<file path="config.mk">
export PLATFORM = sky130hd
export DESIGN_NAME = closest_rank_select_top
export DESIGN_NICKNAME = d
export VERILOG_FILES = /design/src/sv/crs_pkg.sv /design/src/sv/closest_rank_select_top.sv /design/src/sv/crs_cfg.sv /design/src/sv/crs_div.sv
export SDC_FILE = /design/constraint.sdc
export NUM_CORES = 1
export LEC_CHECK = 0
export BUFFER_PORTS_ARGS = -buffer_cell sky130_fd_sc_hd__buf_2
export CELL_PAD_IN_SITES_DETAIL_PLACEMENT = 1
export CELL_PAD_IN_SITES_GLOBAL_PLACEMENT = 1
export CORE_MARGIN = 2
export CORE_UTILIZATION = 30
export DETAILED_ROUTE_END_ITERATION = 16
export GPL_ROUTABILITY_DRIVEN = 1
export GPL_TIMING_DRIVEN = 0
export PLACE_DENSITY = 0.5
export REMOVE_ABC_BUFFERS = 1
export SLEW_MARGIN = 20
export SYNTH_ARGS = -nofsm -noshare
export SYNTH_HDL_FRONTEND = slang
export SYNTH_SLANG_ARGS = --single-unit
</file>
<file path="constraint.sdc">
create_clock -name clk -period 10.1 [get_ports clk]
set_clock_uncertainty 0.15 [all_clocks]
set_input_delay 0.505 -clock clk [delete_from_list [all_inputs] [get_ports clk]]
set_output_delay 0.505 -clock clk [all_outputs]
set_load 0.01 [all_outputs]
</file>
<file path="src/sv/crs_pkg.sv">
// Shared types, constants and helper functions for the closest rank selector.
`default_nettype none
package crs_pkg;

	localparam int RANK_W = 16;
	localparam int DIM_W  = 9;
	localparam int T_W    = 7;
	localparam int POS_W  = 10;
	localparam int HOP_W  = 10;
	localparam int CNT_W  = $clog2(RANK_W);

	localparam int MAX_CANDIDATES = 1024;
	localparam int MAX_DIM        = 256;
	localparam int POS_LIMIT      = (MAX_CANDIDATES < 1024) ? MAX_CANDIDATES - 1 : 1023;
	localparam int HOP_LIMIT      = 1023;

	// Configuration register indexes.
	localparam int CFG_IDX_W = 3;
	localparam logic [CFG_IDX_W-1:0] CFG_DIM_X  = 3'd0;
	localparam logic [CFG_IDX_W-1:0] CFG_DIM_Y  = 3'd1;
	localparam logic [CFG_IDX_W-1:0] CFG_DIM_Z  = 3'd2;
	localparam logic [CFG_IDX_W-1:0] CFG_DIM_T  = 3'd3;
	localparam logic [CFG_IDX_W-1:0] CFG_WRAP_X = 3'd4;
	localparam logic [CFG_IDX_W-1:0] CFG_WRAP_Y = 3'd5;
	localparam logic [CFG_IDX_W-1:0] CFG_WRAP_Z = 3'd6;

	typedef struct packed {
		logic [DIM_W-1:0] nx;
		logic [DIM_W-1:0] ny;
		logic [DIM_W-1:0] nz;
		logic [T_W-1:0]   nt;
		logic             wrap_x;
		logic             wrap_y;
		logic             wrap_z;
		logic             dims_zero;
	} cfg_t;

	typedef struct packed {
		logic              start;
		logic [RANK_W-1:0] dividend;
		logic [DIM_W-1:0]  divisor;
	} div_req_t;

	typedef struct packed {
		logic              done;
		logic [RANK_W-1:0] quotient;
		logic [DIM_W-1:0]  remainder;
	} div_rsp_t;

	function automatic logic [DIM_W-1:0] clamp_dim(input logic [DIM_W-1:0] d);
		clamp_dim = (32'(d) > MAX_DIM) ? DIM_W'(MAX_DIM) : d;
	endfunction

	// Distance along one axis; a torus axis takes the shorter way around.
	function automatic logic [DIM_W-1:0] axis_hops(input logic [DIM_W-1:0] a,
			input logic [DIM_W-1:0] b, input logic [DIM_W-1:0] dim, input logic wrap);
		logic [DIM_W-1:0] d;
		logic [DIM_W-1:0] alt;
		d   = (a > b) ? a - b : b - a;
		alt = dim - d;
		if (wrap && dim >= d && alt < d) begin
			d = alt;
		end
		axis_hops = d;
	endfunction

endpackage
`default_nettype wire

</file>
<file path="src/sv/closest_rank_select_top.sv">
// Closest rank selector: sequencer, hop computation and running minimum.
// One candidate at a time: six 16-bit divisions (t, x, y digits of both ranks) on one
// shared divider, then a hop step and an update step; in_ready returns only after the
// update, so a new candidate is not taken before the last one is through.
// A last candidate's result is valid in the same cycle that in_ready returns.
// in_ready is low while an item is in work or a finished result cannot yet be stored.
// Reset clears the list state and the output valid; registers return to 1 for every field.
`default_nettype none
module closest_rank_select_top (
	input  wire logic                          clk,
	input  wire logic                          arst_n,
	input  wire logic                          in_valid,
	output      logic                          in_ready,
	input  wire logic [crs_pkg::RANK_W-1:0]    my_rank,
	input  wire logic [crs_pkg::RANK_W-1:0]    candidate_rank,
	input  wire logic                          last_candidate,
	output      logic                          out_valid,
	input  wire logic                          out_ready,
	output      logic [crs_pkg::POS_W-1:0]     closest_index,
	output      logic [crs_pkg::HOP_W-1:0]     min_hops,
	output      logic                          found,
	output      logic                          range_error,
	input  wire logic                          cfg_valid,
	output      logic                          cfg_ready,
	input  wire logic [crs_pkg::CFG_IDX_W-1:0] cfg_index,
	input  wire logic [crs_pkg::DIM_W-1:0]     cfg_data
);

	localparam logic [1:0] S_IDLE = 2'd0;
	localparam logic [1:0] S_WAIT = 2'd1;
	localparam logic [1:0] S_HOP  = 2'd2;
	localparam logic [1:0] S_UPD  = 2'd3;

	localparam logic [1:0] PH_T = 2'd0;
	localparam logic [1:0] PH_X = 2'd1;
	localparam logic [1:0] PH_Y = 2'd2;

	crs_pkg::cfg_t     cfg;
	crs_pkg::div_req_t div_req;
	crs_pkg::div_rsp_t div_rsp;

	logic [1:0]                  state_q;
	logic [1:0]                  phase_q;
	logic                        side_q;
	logic [crs_pkg::RANK_W-1:0]  cand_q;
	logic                        last_q;
	logic                        err_q;
	logic [crs_pkg::DIM_W-1:0]   x_q [2];
	logic [crs_pkg::DIM_W-1:0]   y_q [2];
	logic [crs_pkg::DIM_W-1:0]   z_q [2];
	logic [crs_pkg::HOP_W-1:0]   hops_q;
	logic [crs_pkg::HOP_W-1:0]   best_hops_q;
	logic [crs_pkg::POS_W-1:0]   best_pos_q;
	logic [crs_pkg::POS_W-1:0]   pos_q;
	logic                        have_best_q;
	logic                        saw_error_q;
	logic                        out_valid_q;
	logic [crs_pkg::POS_W-1:0]   out_index_q;
	logic [crs_pkg::HOP_W-1:0]   out_hops_q;
	logic                        out_found_q;
	logic                        out_err_q;

	logic                        accept;
	logic                        div_last;
	logic [1:0]                  nxt_phase;
	logic                        nxt_side;
	logic [crs_pkg::DIM_W-1:0]   y0, y1, z0, z1;
	logic [crs_pkg::HOP_W:0]     hop_sum;
	logic                        take;
	logic                        out_free;
	logic                        leave_upd;
	logic [crs_pkg::HOP_W-1:0]   best_hops_n;
	logic [crs_pkg::POS_W-1:0]   best_pos_n;
	logic                        have_best_n;
	logic                        saw_error_n;

	crs_cfg u_cfg (
		.clk      (clk),
		.arst_n   (arst_n),
		.wr_en    (cfg_valid && cfg_ready),
		.wr_index (cfg_index),
		.wr_data  (cfg_data),
		.cfg      (cfg)
	);

	crs_div u_div (
		.clk    (clk),
		.arst_n (arst_n),
		.req    (div_req),
		.rsp    (div_rsp)
	);

	assign cfg_ready = 1'b1;
	assign in_ready  = (state_q == S_IDLE);
	assign accept    = in_valid && in_ready;
	assign div_last  = side_q && (phase_q == PH_Y);

	// Each rank is taken apart digit by digit: divide by dim_t, then dim_x, then dim_y.
	always_comb begin
		if (phase_q == PH_Y) begin
			nxt_phase = PH_T;
			nxt_side  = 1'b1;
		end else begin
			nxt_phase = phase_q + 2'd1;
			nxt_side  = side_q;
		end
		div_req.start = accept || (state_q == S_WAIT && div_rsp.done && !div_last);
		if (accept) begin
			div_req.dividend = my_rank;
			div_req.divisor  = {{(crs_pkg::DIM_W - crs_pkg::T_W){1'b0}}, cfg.nt};
		end else begin
			div_req.dividend = (nxt_phase == PH_T) ? cand_q : div_rsp.quotient;
			unique case (nxt_phase)
				PH_T:    div_req.divisor = {{(crs_pkg::DIM_W - crs_pkg::T_W){1'b0}}, cfg.nt};
				PH_X:    div_req.divisor = cfg.nx;
				default: div_req.divisor = cfg.ny;
			endcase
		end
	end

	// A flat y axis puts every rank in the y = 0, z = 0 plane.
	always_comb begin
		y0 = (cfg.ny == crs_pkg::DIM_W'(1)) ? '0 : y_q[0];
		y1 = (cfg.ny == crs_pkg::DIM_W'(1)) ? '0 : y_q[1];
		z0 = (cfg.ny == crs_pkg::DIM_W'(1)) ? '0 : z_q[0];
		z1 = (cfg.ny == crs_pkg::DIM_W'(1)) ? '0 : z_q[1];
		hop_sum = (crs_pkg::HOP_W+1)'(crs_pkg::axis_hops(x_q[0], x_q[1], cfg.nx, cfg.wrap_x))
			+ (crs_pkg::HOP_W+1)'(crs_pkg::axis_hops(y0, y1, cfg.ny, cfg.wrap_y))
			+ (crs_pkg::HOP_W+1)'(crs_pkg::axis_hops(z0, z1, cfg.nz, cfg.wrap_z));
	end

	always_comb begin
		take        = !err_q && (!have_best_q || hops_q < best_hops_q);
		best_hops_n = take ? hops_q : best_hops_q;
		best_pos_n  = take ? pos_q : best_pos_q;
		have_best_n = have_best_q || take;
		saw_error_n = saw_error_q || err_q;
		out_free    = !out_valid_q || out_ready;
		leave_upd   = (state_q == S_UPD) && (!last_q || out_free);
	end

	always_ff @(posedge clk or negedge arst_n) begin
		if (!arst_n) begin
			state_q     <= S_IDLE;
			phase_q     <= PH_T;
			side_q      <= 1'b0;
			err_q       <= 1'b0;
			best_hops_q <= '0;
			best_pos_q  <= '0;
			pos_q       <= '0;
			have_best_q <= 1'b0;
			saw_error_q <= 1'b0;
			out_valid_q <= 1'b0;
		end else begin
			if (leave_upd && last_q) begin
				out_valid_q <= 1'b1;
			end else if (out_ready) begin
				out_valid_q <= 1'b0;
			end
			unique case (state_q)
				S_IDLE: begin
					if (accept) begin
						state_q <= S_WAIT;
						phase_q <= PH_T;
						side_q  <= 1'b0;
						err_q   <= cfg.dims_zero;
					end
				end
				S_WAIT: begin
					if (div_rsp.done) begin
						// The last quotient is the z digit; it must stay below dim_z.
						if (phase_q == PH_Y &&
								div_rsp.quotient >= crs_pkg::RANK_W'(cfg.nz)) begin
							err_q <= 1'b1;
						end
						phase_q <= nxt_phase;
						side_q  <= nxt_side;
						if (div_last) begin
							state_q <= S_HOP;
						end
					end
				end
				S_HOP: begin
					state_q <= S_UPD;
				end
				S_UPD: begin
					if (leave_upd) begin
						state_q <= S_IDLE;
						if (last_q) begin
							best_hops_q <= '0;
							best_pos_q  <= '0;
							pos_q       <= '0;
							have_best_q <= 1'b0;
							saw_error_q <= 1'b0;
						end else begin
							best_hops_q <= best_hops_n;
							best_pos_q  <= best_pos_n;
							have_best_q <= have_best_n;
							saw_error_q <= saw_error_n;
							if (32'(pos_q) < crs_pkg::POS_LIMIT) begin
								pos_q <= pos_q + 1'b1;
							end
						end
					end
				end
				default: state_q <= S_IDLE;
			endcase
		end
	end

	always_ff @(posedge clk) begin
		if (accept) begin
			cand_q <= candidate_rank;
			last_q <= last_candidate;
		end
		if (state_q == S_WAIT && div_rsp.done) begin
			if (phase_q == PH_X) begin
				x_q[side_q] <= div_rsp.remainder;
			end
			if (phase_q == PH_Y) begin
				y_q[side_q] <= div_rsp.remainder;
				z_q[side_q] <= div_rsp.quotient[crs_pkg::DIM_W-1:0];
			end
		end
		if (state_q == S_HOP) begin
			hops_q <= (hop_sum > (crs_pkg::HOP_W+1)'(crs_pkg::HOP_LIMIT)) ?
				crs_pkg::HOP_W'(crs_pkg::HOP_LIMIT) : hop_sum[crs_pkg::HOP_W-1:0];
		end
		if (leave_upd && last_q) begin
			out_index_q <= best_pos_n;
			out_hops_q  <= best_hops_n;
			out_found_q <= have_best_n;
			out_err_q   <= saw_error_n;
		end
	end

	assign out_valid     = out_valid_q;
	assign closest_index = out_index_q;
	assign min_hops      = out_hops_q;
	assign found         = out_found_q;
	assign range_error   = out_err_q;

	// A result appears only as a last candidate leaves the update step.
	a_out_from_upd: assert property (@(posedge clk) disable iff (!arst_n)
		$rose(out_valid_q) |-> $past(state_q == S_UPD && last_q))
		else $error("result raised outside the update of a last candidate");

	// The divider finishes only while the sequencer waits for it.
	a_div_done_wait: assert property (@(posedge clk) disable iff (!arst_n)
		div_rsp.done |-> state_q == S_WAIT)
		else $error("divider finished outside the wait state");

	// The list position stops at its limit.
	a_pos_limit: assert property (@(posedge clk) disable iff (!arst_n)
		32'(pos_q) <= crs_pkg::POS_LIMIT)
		else $error("list position beyond its limit");

	// Without a best candidate the kept hop count and position stay zero.
	a_empty_best: assert property (@(posedge clk) disable iff (!arst_n)
		!have_best_q |-> (best_hops_q == '0 && best_pos_q == '0))
		else $error("best values held without a best candidate");

endmodule
`default_nettype wire

</file>
<file path="src/sv/crs_cfg.sv">
// Configuration register bank with dimension clamping.
`default_nettype none
module crs_cfg (
	input  wire logic                           clk,
	input  wire logic                           arst_n,
	input  wire logic                           wr_en,
	input  wire logic [crs_pkg::CFG_IDX_W-1:0]  wr_index,
	input  wire logic [crs_pkg::DIM_W-1:0]      wr_data,
	output crs_pkg::cfg_t                       cfg
);

	logic [crs_pkg::DIM_W-1:0] dim_x_q, dim_y_q, dim_z_q;
	logic [crs_pkg::T_W-1:0]   dim_t_q;
	logic                      wrap_x_q, wrap_y_q, wrap_z_q;

	always_ff @(posedge clk or negedge arst_n) begin
		if (!arst_n) begin
			dim_x_q  <= crs_pkg::DIM_W'(1);
			dim_y_q  <= crs_pkg::DIM_W'(1);
			dim_z_q  <= crs_pkg::DIM_W'(1);
			dim_t_q  <= crs_pkg::T_W'(1);
			wrap_x_q <= 1'b1;
			wrap_y_q <= 1'b1;
			wrap_z_q <= 1'b1;
		end else if (wr_en) begin
			unique case (wr_index)
				crs_pkg::CFG_DIM_X:  dim_x_q  <= wr_data;
				crs_pkg::CFG_DIM_Y:  dim_y_q  <= wr_data;
				crs_pkg::CFG_DIM_Z:  dim_z_q  <= wr_data;
				crs_pkg::CFG_DIM_T:  dim_t_q  <= wr_data[crs_pkg::T_W-1:0];
				crs_pkg::CFG_WRAP_X: wrap_x_q <= wr_data[0];
				crs_pkg::CFG_WRAP_Y: wrap_y_q <= wr_data[0];
				crs_pkg::CFG_WRAP_Z: wrap_z_q <= wr_data[0];
				default: ;
			endcase
		end
	end

	always_comb begin
		cfg.nx        = crs_pkg::clamp_dim(dim_x_q);
		cfg.ny        = crs_pkg::clamp_dim(dim_y_q);
		cfg.nz        = crs_pkg::clamp_dim(dim_z_q);
		cfg.nt        = dim_t_q;
		cfg.wrap_x    = wrap_x_q;
		cfg.wrap_y    = wrap_y_q;
		cfg.wrap_z    = wrap_z_q;
		cfg.dims_zero = (dim_x_q == '0) || (dim_y_q == '0) || (dim_z_q == '0) ||
			(dim_t_q == '0);
	end

endmodule
`default_nettype wire

</file>
<file path="src/sv/crs_div.sv">
// Radix-2 restoring divider, one quotient bit per cycle.
`default_nettype none
module crs_div (
	input  wire logic          clk,
	input  wire logic          arst_n,
	input  crs_pkg::div_req_t  req,
	output crs_pkg::div_rsp_t  rsp
);

	logic [crs_pkg::RANK_W-1:0] quo_q;
	logic [crs_pkg::DIM_W-1:0]  rem_q;
	logic [crs_pkg::DIM_W-1:0]  div_q;
	logic [crs_pkg::CNT_W-1:0]  cnt_q;
	logic                       run_q;
	logic                       done_q;

	logic [crs_pkg::DIM_W:0]    trial;
	logic [crs_pkg::DIM_W:0]    diff;
	logic                       ge;
	logic [crs_pkg::DIM_W-1:0]  rem_n;

	always_comb begin
		trial = {rem_q, quo_q[crs_pkg::RANK_W-1]};
		ge    = trial >= {1'b0, div_q};
		diff  = trial - {1'b0, div_q};
		rem_n = ge ? diff[crs_pkg::DIM_W-1:0] : trial[crs_pkg::DIM_W-1:0];
	end

	always_ff @(posedge clk or negedge arst_n) begin
		if (!arst_n) begin
			run_q  <= 1'b0;
			done_q <= 1'b0;
			cnt_q  <= '0;
		end else begin
			done_q <= run_q && !req.start &&
				(cnt_q == crs_pkg::CNT_W'(crs_pkg::RANK_W - 1));
			if (req.start) begin
				run_q <= 1'b1;
				cnt_q <= '0;
			end else if (run_q) begin
				cnt_q <= cnt_q + 1'b1;
				if (cnt_q == crs_pkg::CNT_W'(crs_pkg::RANK_W - 1)) begin
					run_q <= 1'b0;
				end
			end
		end
	end

	always_ff @(posedge clk) begin
		if (req.start) begin
			quo_q <= req.dividend;
			rem_q <= '0;
			div_q <= req.divisor;
		end else if (run_q) begin
			quo_q <= {quo_q[crs_pkg::RANK_W-2:0], ge};
			rem_q <= rem_n;
		end
	end

	assign rsp.done      = done_q;
	assign rsp.quotient  = quo_q;
	assign rsp.remainder = rem_q;

endmodule
`default_nettype wire

</file>
== Yosys cells after proc, flatten, opt, wreduce, memory -nomap -nowiden ==
Memories as Yosys holds them, arrays and structs flattened.
Index checks and enable logic that the tools add are counted.
Word-level totals
  bits in registers: 165
  memory bits (writable): 54
  logic and storage cells: 200
  memories: 3
Memory list
  x_q: depth 2, bits a word 9, rd ports 2, clocked after Yosys merged registers in 0, write ports 1, RTL line closest_rank_select_top.sv:48  | logic [crs_pkg::DIM_W-1:0] x_q [2];
  y_q: depth 2, bits a word 9, rd ports 2, clocked after Yosys merged registers in 0, write ports 1, RTL line closest_rank_select_top.sv:49  | logic [crs_pkg::DIM_W-1:0] y_q [2];
  z_q: depth 2, bits a word 9, rd ports 2, clocked after Yosys merged registers in 0, write ports 1, RTL line closest_rank_select_top.sv:50  | logic [crs_pkg::DIM_W-1:0] z_q [2];
Operators by class
  $add $sub $neg: 15
  order comparisons: 17
  equal/unequal tests: 21
  mux-type cells: 57
  reductions and logical operators: 56
Operators with widths (count)
  9-bit 2-to-1 mux: 14
  9-bit subtractor: 10
  10-bit 2-to-1 mux: 6
  16-bit 2-to-1 mux: 3
  9-bit greater-or-equal comparator: 3
  9-bit greater-than comparator: 3
  9-bit greater-than comparator, second input constant: 3
  9-bit logical NOT: 3
  9-bit less-than comparator: 3
  25-bit 2-to-1 mux: 1
  1-bit 2-to-1 mux: 19
  9-bit case mux with 2 select lines: 1
  2-bit AND reduction: 9
  16-bit by 9-bit greater-or-equal comparator with 1-bit output: 1
  1-bit logical AND: 16
  2-bit 2-to-1 mux: 7
  4-bit AND reduction: 3
  10-bit by 9-bit adder with 11-bit output: 1
  11-bit by 10-bit greater-than comparator with 1-bit output, second input constant: 1
  10-bit by 1-bit adder with 10-bit output, second input constant: 1
  9-bit by 9-bit adder with 10-bit output: 1
  10-bit by 9-bit greater-or-equal comparator with 1-bit output: 1
  10-bit less-than comparator: 1
  10-bit less-than comparator, second input constant: 1
  other kinds (23): 54

== Logic depth before layout (Yosys ltp) ==
  depth in word-level cells: 13
  gate-level depth with buffers: 44

== By module ==
Synthesis repeated with hierarchy kept, for this count alone.
Second synthesis, totals
  cells, all modules: 1526
  area total of the unflattened synthesis: 15424.8 µm²
By module, submodules not included
  closest_rank_select_top: times used 1, cells each 1219, area an instance 11664.9 µm², seq. area each 4068.9 µm²
  crs_div: times used 1, cells each 171, area an instance 2034.5 µm², seq. area each 1081.0 µm²
  crs_cfg: times used 1, cells each 136, area an instance 1725.4 µm², seq. area each 934.6 µm²

== Least setup slack after synthesis ==
OpenSTA, ideal clock, no wires.
  path type: reg-to-reg
  start: register u_cfg.dim_y_q[0] (netlist bit)
  end: register hops_q[7] (netlist bit) (data pin)
  setup time: 0.282 ns
  arrival: 8.195 ns
  slack: 1.473 ns
  cell stages (with the launch flop): 40
  path buffers: 4
  clock period less this slack: 8.627 ns
  cell sequence: dfstp_2 -> nor2b_1 -> nand3_1 -> clkbuf_1 -> nand2_1 -> inv_1 -> ha_1 -> buf_2 -> nand4_1 -> or3_1 -> o2111a_1 -> nor2_1 -> buf_2 -> mux2_2 -> ha_1 -> nor2b_1 -> o21ai_0 -> a21boi_0 -> [... 4 more ...] -> a21oi_1 -> o21ai_0 -> a211oi_1 -> nor2_1 -> nor4b_1 -> clkbuf_1 -> mux2i_1 -> fa_1 -> ha_1 -> a21o_1 -> a21oi_1 -> o21bai_1 -> a21oi_1 -> o21bai_1 -> a21oi_1 -> nor2b_1 -> o21ai_1 -> o21ai_0
On the way
  word-level cells in the longest chain between the ends: 13
  elaborated cells on any way between the ends: 30
Ends and longest elaborated chain
  start: declaration: RTL line crs_cfg.sv:12  | logic [crs_pkg::DIM_W-1:0] dim_x_q, dim_y_q, dim_z_q;
  start signal: assignment: RTL line crs_cfg.sv:19  | dim_y_q <= crs_pkg::DIM_W'(1);
  start signal: assignment: RTL line crs_cfg.sv:28  | crs_pkg::CFG_DIM_Y: dim_y_q <= wr_data;
  9-bit greater-than comparator: RTL line crs_pkg.sv:51  | clamp_dim = (32'(d) > MAX_DIM) ? DIM_W'(MAX_DIM) : d;
  9-bit 2-to-1 mux (*): RTL line crs_pkg.sv:51
  9-bit by 1-bit == test with 1-bit output
  9-bit 2-to-1 mux, on equally long branches: RTL line closest_rank_select_top.sv:124, closest_rank_select_top.sv:123
  9-bit subtractor / 9-bit greater-than comparator (equally long branches): RTL line crs_pkg.sv:59  | d = (a > b) ? a - b : b - a;
  9-bit 2-to-1 mux: RTL line crs_pkg.sv:59
  9-bit subtractor / 9-bit greater-or-equal comparator (equally long branches): RTL line crs_pkg.sv:60, crs_pkg.sv:61
  9-bit less-than comparator / 1-bit logical AND (equally long branches): RTL line crs_pkg.sv:61  | if (wrap && dim >= d && alt < d) begin
  1-bit logical AND: RTL line crs_pkg.sv:61
  9-bit 2-to-1 mux: RTL line crs_pkg.sv:61
  9-bit by 9-bit adder with 10-bit output: RTL line closest_rank_select_top.sv:128  | + (crs_pkg::HOP_W+1)'(crs_pkg::axis_hops(y0, y1, cfg.ny, cfg.wrap_y))
  10-bit by 9-bit adder with 11-bit output (*): RTL line closest_rank_select_top.sv:129  | + (crs_pkg::HOP_W+1)'(crs_pkg::axis_hops(z0, z1, cfg.nz, cfg.wrap_z));
  11-bit by 10-bit greater-than comparator with 1-bit output: RTL line closest_rank_select_top.sv:226  | hops_q <= (hop_sum > (crs_pkg::HOP_W+1)'(crs_pkg::HOP_LIMIT)) ?
  end signal: assignment: RTL line closest_rank_select_top.sv:226
  end: declaration: RTL line closest_rank_select_top.sv:51  | logic [crs_pkg::HOP_W-1:0] hops_q;
Mark *: on every way between the ends. The rest lies on a longest branch, timed or not.
A chain may end at the register's enable or synchronous reset.

== Worst setup path after layout ==
  start: register u_cfg.dim_y_q[4] (netlist bit)
  end: register hops_q[7] (netlist bit) (data pin)
The elaborated chain is that of the path after synthesis.

==> reports/metrics.yaml <==
status: "complete, no violations"
ios: 75
start_util_pct: 30.4
synth_area_sq_um: 14800
hold_path_depth: 3
rrSetupSlack_ns: 0.57
met3_usage_pct: 2.32
r2r-start: "u_cfg.dim_y_q[4]"
hold_violations: 0
hpwl_mm: 31.9
die_y_um: 226
cp-start-kind: "flop"
cts-htree-levels: 1
grt_pass1_wl_mm: 63.8
row_count: 81
setup_viol_count_final: 0
grt_use_total_pct: 16.1
drc_errors: 0
finalNetCount: 1748
syn_inst: 1435
slew_headroom_pct: 44.1
setup_slack_ns: 0.575
cts_max_path_buffers: 3
cts_root_buf: "clkbuf_16"
hp-start: "my_rank[3]"
r2r_cells: 39
overflow: 0
dr.pass1.iters: 4
pre_cts_ws_ns: -1.40
critical-path-slowest-cell: "fa_1"
cts.sinks: 219
cp_top_family: "compound AO/OA/AOI/OAI gates"
worst_slew_pin_slew_ns: 0.835
slowest_delay_ns: 0.53
insertion_delay_ns: 0.57
gp_congestion: 0.785
routedWlPerCell_um: 18.3
synth_area_leaders: "edfxtp_1 (26%), dfrtp_1 (13%), ha_1 (12%)"
crit_required_ns: 10.21
max_freq_ghz: 0.105
critPathMaxFanout: 18
drive_above_1_share_pct: 17.2
fin_crit_ns: 9.53
layout_commonest_cell: "inv_1"
async_flop_share_pct: 37.4
drt-total-wl_mm: 40.7
top_usage_layer: "met2"
io_buffers: 73
setup_tns_ns: 0
crit_type: "reg2reg"
mostFrequentLayoutCells: "inv_1 (147), ha_1 (140), edfxtp_1 (128)"
netlist.area_leader.share_pct: 25.9
syn_avg_cell_area_sq_um: 10.3
antenna_left: 0
vdd_drop_max_mv: 0.129
p_per_area_nw_per_um2: 220
grt_pass1_vias: 11200
met2_usage_pct: 27.4
maxCapViolations: 0
min_to: "u_div.quo_q[3]"
design_area_sq_um: 17300
end_kind: "flop"
crit_top_cell: "a21oi_1"
grt_use_met1_pct: 21.6
ys_warn_count: 0
place_area_sq_um: 16100
yosysSeqAreaShare_pct: 41.0
coreArea_sq_um: 48800
drt-initial-drc-count: 409
via_per_inst: 4.82
antenna_found_initial: 4
hp-class: "in2reg"
syn2layout_area_growth_pct: 16.8
cp.arrival_ns: 9.63
die_w_um: 226
dp.cells: 2147
numCtsBuffers: 27
maxSlewViolCount: 0
p_leak_uw: 0.00746
synth_edf_count: 128
path_clk_slew_ns: 0.06
layoutNonFillerInstCount: 2222
cts_tree: "yes"
dieArea_sq_um: 51300
num_vias: 10700
worst-path-buf-inv: 5
synthFlopType: "edfxtp_1"
grt_max_degree: 66
synth-seq-cells: 219
finalCritPeriodShare_pct: 94.3
whs_ns: 0.0636
ys_types: 95
yosysTopAreaCell: "edfxtp_1"
rr_endpoint: "hops_q[7]"
[synthesized netlist by cell type (24+ instances only)]
| library cell | count |
|---|---|
| clkbuf_1 | 27 |
| nor2b_1 | 39 |
| mux2i_1 | 57 |
| nand3_1 | 24 |
| ha_1 | 142 |
| o21ai_0 | 76 |
| dfrtp_1 | 75 |
| inv_1 | 147 |
| edfxtp_1 | 128 |
| nand2_1 | 122 |
| mux2_2 | 65 |
| nor2_1 | 78 |
| xnor2_1 | 40 |
| a21oi_1 | 73 |
[how the worst max path moves through the flow]
stage | end | slack [ns] | depth (start not counted) | start
after global routing | hops_q[7] | -0.01 | 39 | u_cfg.dim_y_q[4]
after floorplan | hops_q[7] | 0.20 | 35 | u_cfg.dim_y_q[0]
final | hops_q[7] | 0.57 | 39 | u_cfg.dim_y_q[4]
after CTS | hops_q[7] | 0.02 | 36 | u_cfg.dim_y_q[7]
after global placement | hops_q[7] | -2.87 | 35 | u_cfg.dim_y_q[8]
after detailed placement | hops_q[7] | -1.40 | 37 | u_cfg.dim_y_q[8]
[flip-flops by register name (all words and copies together) (netlist names), 2 cells and up]
register       count
x_q               18
y_q               18
z_q               18
cand_q            16
u_div.quo_q       16
best_hops_q       10
best_pos_q        10
closest_index     10
hops_q            10
min_hops          10
pos_q             10
u_cfg.dim_x_q      9
u_cfg.dim_y_q      9
u_cfg.dim_z_q      9
u_div.div_q        9
u_div.rem_q        9
u_cfg.dim_t_q      7
u_div.cnt_q        4
phase_q            2
state_q            2
[final cells by class]
class / count / area, sq um
clock inverter: 12 / 126
inverter: 149 / 561
tap: 664 / 831
antenna: 1 / 2.50
clock buffer: 38 / 737
fill: 5463 / 31500
timing repair buffer: 112 / 812
sequential: 219 / 6090
multi-input combinational: 1027 / 8180
[kinds of logic after synthesis]
group                    count (synthesis)  share of synthesized area [%]
XOR/XNOR                                61                           3.60
flip-flops                             219                           41.0
AND/OR/NAND/NOR                        382                           13.0
adder cells (fa/ha/maj)                164                           14.8
buffers and inverters                  190                           5.15
multiplexers                           126                           9.15
other                                    1                         0.0253
AO/OA/AOI/OAI                          292                           13.2
[worst register-to-register path: cells and delay by family, from the launching register on]
kind | cells | cell delay [ns]
compound gates | 15 | 2.68
simple gates | 10 | 2.23
fa+ha+maj | 5 | 1.89
buf+inv | 5 | 0.73
mux | 2 | 0.66
flops | 1 | 0.47
xor+xnor | 2 | 0.36
[through the flow]
| step | power (uW) | utilization (%) |
|---|---|---|
| floorplan | 2390 | - |
| global placement | 2830 | 32.4 |
| detailed placement | 2900 | 33.0 |
| CTS | 3900 | 35.4 |
| global route | 4130 | 35.5 |
| finish | 3820 | 35.5 |
[per-layer routing]
| layer | share of wire [%] | vias to the layer above |
|---|---|---|
| li1 | - | 5281 |
| met1 | 48 | 5222 |
| met2 | 47 | 140 |
| met3 | 3.1 | 53 |
| met4 | 2.2 | 4 |
| met5 | 0.066 | - |
[repair_timing]
| item | 4_1_cts | 5_1_grt |
|---|---|---|
| hold buffers | 19 | 0 |
| resized for setup | 12 | 9 |
| setup endpoints to repair | 10 | 10 |
| pin swaps | 2 | 3 |
| gates cloned | 1 | 0 |
| buffers inserted | 0 | 4 |
| endpoints found under the hold margin | 93 | 0 |
[power by group]
part,switching (uW),total (uW),internal [uW]
Combinational,786,1410,622
Clock,390,950,560
Sequential,219,1460,1250
Total,1390,3820,2430
Note: power is estimated with default switching activity, not from simulation.
